`config.mk`:
```
export PLATFORM = sky130hd
export DESIGN_NAME = multi_timer_expiry_table
export DESIGN_NICKNAME = d
export VERILOG_FILES = /design/src/sv/mte_pkg.sv /design/src/sv/multi_timer_expiry_table.sv /design/src/sv/mte_cell.sv /design/src/sv/mte_res_buf.sv
export SDC_FILE = /design/constraint.sdc
export NUM_CORES = 2
export LEC_CHECK = 0
export BUFFER_PORTS_ARGS = -buffer_cell sky130_fd_sc_hd__buf_2
export CAP_MARGIN = 30
export CORE_ASPECT_RATIO = 1.2
export CORE_MARGIN = 2
export CORE_UTILIZATION = 55
export DETAILED_ROUTE_END_ITERATION = 6
export HOLD_SLACK_MARGIN = 0.05
export PLACE_DENSITY = 0.82
export SLEW_MARGIN = 0
export SYNTH_ARGS = -nofsm -noshare
export SYNTH_HDL_FRONTEND = slang
export SYNTH_SLANG_ARGS = --single-unit
export TNS_END_PERCENT = 20
```
`constraint.sdc`:
```
create_clock -name i_clk -period 12.05 [get_ports i_clk]
set_input_delay 2.41 -clock i_clk [delete_from_list [all_inputs] [get_ports i_clk]]
set_output_delay 2.41 -clock i_clk [all_outputs]
set_load 0.005 [all_outputs]
```
`src/sv/mte_pkg.sv`:
```
package mte_pkg;

    // request codes
    localparam logic [1:0] REQ_TICK   = 2'd0;
    localparam logic [1:0] REQ_ADD    = 2'd1;
    localparam logic [1:0] REQ_CANCEL = 2'd2;
    localparam logic [1:0] REQ_CLEAR  = 2'd3;

    // result codes
    localparam logic KIND_EXPIRY = 1'b0;
    localparam logic KIND_ACK    = 1'b1;
    localparam logic STAT_OK     = 1'b0;
    localparam logic STAT_FULL   = 1'b1;

    // register index (paddr[2])
    localparam logic REG_RUN_EN = 1'b0;

    typedef struct packed {
        logic [1:0]  req_type;
        logic [15:0] timer_id;
        logic [31:0] delay_ticks;
    } t_req;

    typedef struct packed {
        logic        result_kind;
        logic [15:0] result_id;
        logic        result_status;
        logic        last_result;
    } t_res;

    typedef struct packed {
        logic        vld;
        logic [15:0] id;
        logic [31:0] start;
        logic [31:0] delay;
    } t_entry;

    typedef enum logic [2:0] {
        CELL_HOLD,
        CELL_ROT,
        CELL_PACK,
        CELL_ADD,
        CELL_CLR
    } t_cell_op;

    typedef struct packed {
        logic        ack;
        logic        ev;
        logic        close;
        logic [15:0] id;
        logic        status;
    } t_buf_cmd;

    typedef struct packed {
        logic out_free;
        logic pend_vld;
    } t_buf_sts;

endpackage

```
`src/sv/multi_timer_expiry_table.sv`:
```
// Table of up to DEPTH one-shot timers kept in insertion order in a row of
// cells; cell 0 is the head. For add and clear the word is taken in the idle
// state and the acknowledge goes to the output register from the ACK state
// once the output is free. A tick with run_enable clear only advances the
// tick count and returns nothing. A tick with run_enable set, and a cancel,
// rotate the whole row once through the head compare unit (expired or
// matching entries are dropped on the way), then let the row settle back into
// a packed prefix, then flush the last expiry or the acknowledge. The rotation
// stalls while the output side holds off. Only one item is in work at a time;
// the next is taken once the table is packed again and the last expiry or the
// acknowledge has gone to the output register.
module multi_timer_expiry_table import mte_pkg::*; #(
    parameter int DEPTH = 16
) (
    input  logic        i_clk,
    input  logic        i_rst_n,
    input  logic        i_req_valid,
    output logic        o_req_ready,
    input  t_req        i_req,
    output logic        o_res_valid,
    input  logic        i_res_ready,
    output t_res        o_res,
    input  logic        psel,
    input  logic        penable,
    input  logic        pwrite,
    input  logic [2:0]  paddr,
    input  logic [31:0] pwdata,
    output logic [31:0] prdata,
    output logic        pready
);

    localparam int CW = (DEPTH > 1) ? $clog2(DEPTH) : 1;
    localparam logic [CW-1:0] CNT_LAST = CW'(DEPTH - 1);

    typedef enum logic [2:0] {
        S_IDLE,
        S_ROT,
        S_PACK,
        S_FLUSH,
        S_ACK
    } t_state;

    t_state        r_state;
    logic          r_run_en;
    logic [31:0]   r_tick;
    logic [CW-1:0] r_cnt;
    logic          r_is_cancel;
    logic [15:0]   r_key;
    logic [15:0]   r_ack_id;
    logic          r_ack_status;

    t_entry        w_ent [DEPTH];
    logic [DEPTH-1:0] w_gap;
    t_entry        w_head;
    t_entry        w_tail_in;
    t_entry        w_new;
    t_cell_op      w_op;
    t_buf_cmd      w_buf_cmd;
    t_buf_sts      w_buf_sts;
    logic          w_acc;
    logic          w_cfg_wr;
    logic          w_hit;
    logic          w_ev_need;
    logic          w_step;
    logic          w_packed;
    logic          w_full;

    assign w_acc       = i_req_valid && o_req_ready;
    assign o_req_ready = (r_state == S_IDLE);
    assign w_cfg_wr    = psel && penable && pwrite && pready;
    assign pready      = 1'b1;
    assign prdata      = (paddr[2] == REG_RUN_EN) ? {31'b0, r_run_en} : 32'b0;

    assign w_head = w_ent[0];
    assign w_full = w_ent[DEPTH-1].vld;

    // elapsed ticks compared modulo 2^32
    assign w_hit = w_head.vld && (r_is_cancel ? (w_head.id == r_key)
                                              : ((r_tick - w_head.start) > w_head.delay));
    assign w_ev_need = !r_is_cancel && w_hit;
    assign w_step    = (r_state == S_ROT)
                       && (!w_ev_need || !w_buf_sts.pend_vld || w_buf_sts.out_free);

    always_comb begin
        for (int i = 0; i < DEPTH - 1; i++) begin
            w_gap[i] = !w_ent[i].vld && w_ent[i+1].vld;
        end
        w_gap[DEPTH-1] = 1'b0;
    end
    assign w_packed = ~|w_gap;

    always_comb begin
        w_tail_in     = w_head;
        w_tail_in.vld = (r_state == S_ROT) && w_head.vld && !w_hit;
    end

    assign w_new = '{vld: 1'b1, id: i_req.timer_id, start: r_tick, delay: i_req.delay_ticks};

    always_comb begin
        w_op = CELL_HOLD;
        case (r_state)
            S_IDLE: begin
                if (w_acc && i_req.req_type == REQ_ADD) begin
                    w_op = CELL_ADD;
                end else if (w_acc && i_req.req_type == REQ_CLEAR) begin
                    w_op = CELL_CLR;
                end
            end
            S_ROT: begin
                if (w_step) begin
                    w_op = CELL_ROT;
                end
            end
            S_PACK: begin
                if (!w_packed) begin
                    w_op = CELL_PACK;
                end
            end
            default: begin
                w_op = CELL_HOLD;
            end
        endcase
    end

    always_comb begin
        w_buf_cmd.ev     = w_step && w_ev_need;
        w_buf_cmd.close  = (r_state == S_FLUSH) && w_buf_sts.out_free;
        w_buf_cmd.ack    = (r_state == S_ACK) && w_buf_sts.out_free;
        w_buf_cmd.id     = w_buf_cmd.ev ? w_head.id : r_ack_id;
        w_buf_cmd.status = r_ack_status;
    end

    for (genvar g = 0; g < DEPTH; g++) begin : g_cell
        t_entry w_up;
        logic   w_dn_vld;
        if (g == DEPTH - 1) begin : g_tail
            assign w_up = w_tail_in;
        end else begin : g_mid
            assign w_up = w_ent[g+1];
        end
        if (g == 0) begin : g_head
            assign w_dn_vld = 1'b1;
        end else begin : g_rest
            assign w_dn_vld = w_ent[g-1].vld;
        end
        mte_cell u_cell (
            .i_clk    (i_clk),
            .i_rst_n  (i_rst_n),
            .i_op     (w_op),
            .i_up     (w_up),
            .i_dn_vld (w_dn_vld),
            .i_new    (w_new),
            .o_ent    (w_ent[g])
        );
    end

    mte_res_buf u_res_buf (
        .i_clk       (i_clk),
        .i_rst_n     (i_rst_n),
        .i_cmd       (w_buf_cmd),
        .o_sts       (w_buf_sts),
        .i_res_ready (i_res_ready),
        .o_res_valid (o_res_valid),
        .o_res       (o_res)
    );

    always_ff @(posedge i_clk) begin
        if (!i_rst_n) begin
            r_state  <= S_IDLE;
            r_run_en <= 1'b0;
            r_tick   <= 32'd0;
            r_cnt    <= '0;
        end else begin
            if (w_cfg_wr && paddr[2] == REG_RUN_EN) begin
                r_run_en <= pwdata[0];
            end
            case (r_state)
                S_IDLE: begin
                    if (w_acc) begin
                        case (i_req.req_type)
                            REQ_TICK: begin
                                r_tick <= r_tick + 32'd1;
                                if (r_run_en) begin
                                    r_is_cancel <= 1'b0;
                                    r_cnt       <= '0;
                                    r_state     <= S_ROT;
                                end
                            end
                            REQ_ADD: begin
                                r_ack_id     <= i_req.timer_id;
                                r_ack_status <= w_full ? STAT_FULL : STAT_OK;
                                r_state      <= S_ACK;
                            end
                            REQ_CANCEL: begin
                                r_run_en     <= 1'b1;
                                r_key        <= i_req.timer_id;
                                r_ack_id     <= i_req.timer_id;
                                r_ack_status <= STAT_OK;
                                r_is_cancel  <= 1'b1;
                                r_cnt        <= '0;
                                r_state      <= S_ROT;
                            end
                            default: begin
                                r_run_en     <= 1'b1;
                                r_ack_id     <= 16'd0;
                                r_ack_status <= STAT_OK;
                                r_state      <= S_ACK;
                            end
                        endcase
                    end
                end
                S_ROT: begin
                    if (w_step) begin
                        r_cnt <= r_cnt + CW'(1);
                        if (r_cnt == CNT_LAST) begin
                            r_state <= S_PACK;
                        end
                    end
                end
                S_PACK: begin
                    if (w_packed) begin
                        r_state <= r_is_cancel ? S_ACK : S_FLUSH;
                    end
                end
                S_FLUSH: begin
                    if (!w_buf_sts.pend_vld || w_buf_sts.out_free) begin
                        r_state <= S_IDLE;
                    end
                end
                S_ACK: begin
                    if (w_buf_sts.out_free) begin
                        r_state <= S_IDLE;
                    end
                end
                default: begin
                    r_state <= S_IDLE;
                end
            endcase
        end
    end

    a_packed_when_idle: assert property (@(posedge i_clk) disable iff (!i_rst_n)
        (r_state == S_IDLE) |-> w_packed)
        else $error("timer row not packed while idle");

    a_no_pending_when_idle: assert property (@(posedge i_clk) disable iff (!i_rst_n)
        (r_state == S_IDLE) |-> !w_buf_sts.pend_vld)
        else $error("expiry word left pending after a tick");

    a_clear_empties: assert property (@(posedge i_clk) disable iff (!i_rst_n)
        (w_acc && i_req.req_type == REQ_CLEAR) |=> !w_ent[0].vld)
        else $error("clear left a live entry");

endmodule

```
`src/sv/mte_cell.sv`:
```
module mte_cell import mte_pkg::*; (
    input  logic     i_clk,
    input  logic     i_rst_n,
    input  t_cell_op i_op,
    input  t_entry   i_up,
    input  logic     i_dn_vld,
    input  t_entry   i_new,
    output t_entry   o_ent
);

    logic        r_vld;
    logic [15:0] r_id;
    logic [31:0] r_start;
    logic [31:0] r_delay;
    t_entry      n_ent;

    assign o_ent = '{vld: r_vld, id: r_id, start: r_start, delay: r_delay};

    always_comb begin
        n_ent = o_ent;
        case (i_op)
            CELL_ROT: begin
                n_ent = i_up;
            end
            CELL_PACK: begin
                // holes bubble up, entries slide down one cell at a time
                if (!r_vld) begin
                    n_ent = i_up;
                end else if (!i_dn_vld) begin
                    n_ent.vld = 1'b0;
                end
            end
            CELL_ADD: begin
                // first free cell of the packed row takes the new timer
                if (!r_vld && i_dn_vld) begin
                    n_ent = i_new;
                end
            end
            CELL_CLR: begin
                n_ent.vld = 1'b0;
            end
            default: begin
                n_ent = o_ent;
            end
        endcase
    end

    always_ff @(posedge i_clk) begin
        if (!i_rst_n) begin
            r_vld <= 1'b0;
        end else begin
            r_vld <= n_ent.vld;
        end
    end

    always_ff @(posedge i_clk) begin
        r_id    <= n_ent.id;
        r_start <= n_ent.start;
        r_delay <= n_ent.delay;
    end

endmodule

```
`src/sv/mte_res_buf.sv`:
```
module mte_res_buf import mte_pkg::*; (
    input  logic     i_clk,
    input  logic     i_rst_n,
    input  t_buf_cmd i_cmd,
    output t_buf_sts o_sts,
    input  logic     i_res_ready,
    output logic     o_res_valid,
    output t_res     o_res
);

    logic        r_out_vld;
    t_res        r_out;
    logic        r_pend_vld;
    logic [15:0] r_pend_id;

    logic        n_out_vld;
    t_res        n_out;
    logic        n_pend_vld;
    logic [15:0] n_pend_id;

    assign o_sts.out_free = !r_out_vld || i_res_ready;
    assign o_sts.pend_vld = r_pend_vld;
    assign o_res_valid    = r_out_vld;
    assign o_res          = r_out;

    // an expiry id waits in the pending slot until we know whether another follows
    always_comb begin
        n_out_vld  = r_out_vld && !i_res_ready;
        n_out      = r_out;
        n_pend_vld = r_pend_vld;
        n_pend_id  = r_pend_id;
        if (i_cmd.ack) begin
            n_out_vld           = 1'b1;
            n_out.result_kind   = KIND_ACK;
            n_out.result_id     = i_cmd.id;
            n_out.result_status = i_cmd.status;
            n_out.last_result   = 1'b1;
        end else if (i_cmd.ev) begin
            if (r_pend_vld) begin
                n_out_vld           = 1'b1;
                n_out.result_kind   = KIND_EXPIRY;
                n_out.result_id     = r_pend_id;
                n_out.result_status = STAT_OK;
                n_out.last_result   = 1'b0;
            end
            n_pend_vld = 1'b1;
            n_pend_id  = i_cmd.id;
        end else if (i_cmd.close && r_pend_vld) begin
            n_out_vld           = 1'b1;
            n_out.result_kind   = KIND_EXPIRY;
            n_out.result_id     = r_pend_id;
            n_out.result_status = STAT_OK;
            n_out.last_result   = 1'b1;
            n_pend_vld          = 1'b0;
        end
    end

    always_ff @(posedge i_clk) begin
        if (!i_rst_n) begin
            r_out_vld  <= 1'b0;
            r_pend_vld <= 1'b0;
        end else begin
            r_out_vld  <= n_out_vld;
            r_pend_vld <= n_pend_vld;
        end
    end

    always_ff @(posedge i_clk) begin
        r_out     <= n_out;
        r_pend_id <= n_pend_id;
    end

endmodule
```
==> metrics <==
outcome=completed; die width=between 300 and 400 microns; syn avg cell area=~15 sq um; Max Fclk=about 0.13 GHz; Hold Path Origin=u_res_buf.o_res[18]$_SDFFE_PP1P_; commonest non-fill, non-tap cell in the layout=edfxtp_1; RSZ-0062 raised after global routing=false; commonest cells after routing, fill and taps aside=1,347 x edfxtp_1, 1,298 x a21o_1, 133 x clkbuf_16; FP Rows=131; post-synth top area share=69.14%; Syn. warnings=0; Critical Path Start=g_cell[0].u_cell.r_start[1]$_DFFE_PP_; initial drt markers=3,971; Layout Skew=approximately 0.027 ns; clk root buf=clkbuf_16; CTS tree=done; Final Hold Violating Endpoints=0; MaxCap Viol Count=0; placer congestion estimate=between 0.8 and 0.9; # resized after CTS=0; Post-DRT Antenna Nets=0; Post-synth ARST share=0%; Synth area leaders=edfxtp_1 69%, a21o_1 17%, clkbuf_1 2.2%; Post-synth EDFFs=~1,300; Die H=361.3 microns; antenna cells=0; Worst R2R Path Depth=20; most used routing layer=met2; vias after detailed routing=32,700; type of the worst setup path=flop to flop; leading area contributor after synthesis=edfxtp_1; drt via density=6.134; M1 GR Usage=29.59%; cts bufs inserted=around 130; Post-Synth XOR/XNOR Area=1.108%; mux share of post-synthesis cell area=less than 1%; fin area=64,230 sq um; PortBufs=80; Synth Instances=3,919; final-layout fill cell count=7,339; Routed WL=120,500 microns; share of cells above drive strength 1=10.06%; mapped cell area=58,510 sq um; CTS H-Tree Depth=4; Top FF cell, synth=edfxtp_1; initial core utilization=55.25%; post-synthesis sequential area ratio=71.19%; Synth Area in Adders=1.510%; Synth Register Bits=1,407; Final Setup Violations=0; placed insts=between 5,000 and 6,000; Worst-path clk slew=0.07 ns; die area=109,000 sq um; slew margin rel.=30.48%; CP Capture Type=flop; Cell variety after synth=83; drt wl/cell=22.60 microns; Arrival @ worst endpoint=8.19 ns; power density cells=202.4 nW/um^2; largest net degree at the start of global routing=240; Req. time, crit path=12.41 ns; Leak=0.02843 uW; IO Pins=146; DP HPWL=66,650 microns; Critical R2R Launch=g_cell[0].u_cell.r_start[1]$_DFFE_PP_; worst min-delay path class=flop to flop; initial antenna violation count=0; clk sinks=1,407; Final Critical Period=7.828 ns; DR DRC count=0; vias in the first global route=32,070; first-pass GRT wire length=184,600 microns; M2 GR Usage=36.50%; Congestion Overflow GR=0; first drt pass iteration count=6; fin cells=5,331; TNS Setup=0 ns; Longest Clk Path Bufs=3; core box area=about 110,000 sq um; Synth Area in Simple Gates=3.056%; Hold Slack=0.4743 ns; largest family of logic cells by synthesized area=compound AO/OA/AOI/OAI gates; Finished Core Util=60.66%; dpl cell area=between 50,000 and 60,000 sq um; Compound-Gate Fraction of Synth Area=19.04%; post-CTS setup buffers=0; CP Launch Type=flop; cts hold-fix bufs=0; crit-path max FO=43; fin crit share=between 60% and 70%; Hold Crit Depth=1; final-stage net count=3,992; Worst-Margin Slew=1.043 ns; M3 GR Usage=3.231%; worst vdd ir=142.8 uV; Worst-Skew Late Latency=0.74 ns; GRT Util Overall=21.79%; Layout area overhead=9.786%; final slew viol count=0
==> through the flow <==
| stage | worst slack (ns) | power (uW) |
|---|---|---|
| 2_1_floorplan | 2.001 | 8376 |
| 3_3_place_gp | 4.533 | 8782 |
| 3_5_place_dp | 4.505 | 8908 |
| 4_1_cts | 4.353 | 13060 |
| 5_1_grt | 3.883 | 13450 |
| 6_report | 4.222 | 13000 |
==> synthesized netlist by cell type (all sizes together) (4+ instances only) <==
cell and instances:
o21bai 4, edfxtp 1347, nand4 14, or3 7, nand2b 8, a21o 1298, and2 24, o21ai 71
mux2i 4, buf 51, xor2 31, nand2 49, dfxtp 60, o21a 6, clkbuf 338, mux2 32
ha 69, a21oi 71, a32oi 12, nor2b 11, nor3 11, inv 93, nand3 25, a211oi 5
nor2 72, a221oi 11, a31oi 6, and3 90, xnor2 43, nand3b 4
==> power by group <==
group          switching [uW]  internal [uW]
clock network            1840           2320
registers                 303           6600
logic                    1230            713
total                    3370           9630
==> cells by family after synthesis <==
group | count (synthesis)
AO/OA/AOI/OAI | 1518
XOR/XNOR | 74
adder cells (fa/ha/maj) | 70
buffers and inverters | 482
flip-flops | 1407
multiplexers | 36
other | 2
AND/OR/NAND/NOR | 330
==> sequential cells by signal (all words and copies together), names as in the netlist <==
name,cells
g_cell.u_cell.r_delay,512
g_cell.u_cell.r_start,512
g_cell.u_cell.r_id,256
r_tick,32
u_res_buf.o_res,19
g_cell.u_cell.r_vld,16
r_ack_id,16
r_key,16
u_res_buf.r_pend_id,16
r_cnt,4
r_state,3
r_ack_status,1
r_is_cancel,1
r_run_en,1
u_res_buf.o_res_valid,1
u_res_buf.r_pend_vld,1
==> path summary, 6_finish.rpt <==
kind | slack, ns | to
worst max-delay path | 4.22 | g_cell[6].u_cell.r_delay[22]$_DFFE_PP_
worst min-delay path | 0.47 | u_res_buf.o_res[18]$_SDFFE_PP1P_
worst max register to register | 4.22 | g_cell[6].u_cell.r_delay[22]$_DFFE_PP_
worst min register to register | 0.47 | u_res_buf.o_res[18]$_SDFFE_PP1P_
==> cell type report <==
cell class,count,area (sq um),area share [%]
flip-flops and latches,1407,41650,64.84
multi-input cells,2060,15220,23.69
clock buffers,159,3456,5.380
well taps,1396,1747,2.719
repair buffers,136,978.4,1.523
clock inverters,80,834.6,1.299
inverters,93,349.1,0.5435
==> per-layer routing <==
| metal | routed length (microns) | part of all wire [%] |
|---|---|---|
| met5 | 0 | 0 |
| met4 | 3078 | 2.6 |
| met3 | 8392 | 7.0 |
| met2 | 59940 | 50 |
| met1 | 49100 | 41 |
==> critical path: stages (launching register included) <==
cell	delay, ns
edfxtp_1	0.39
inv_1	0.15
ha_1	0.25
nor2b_1	0.14
o31ai_1	0.35
a21oi_1	0.23
a2111oi_2	0.56
o31a_1	0.30
o21ai_1	0.12
a21o_1	0.20
a21oi_1	0.16
xnor2_1	0.11
ha_1	0.21
a2111oi_0	0.45
o21ai_0	0.17
a31oi_1	0.79
a31oi_1	0.27
nand2b_2	0.72
o21ai_4	0.46
buf_4	0.81
buf_4	0.57
Power figures use the tool's default switching activity.
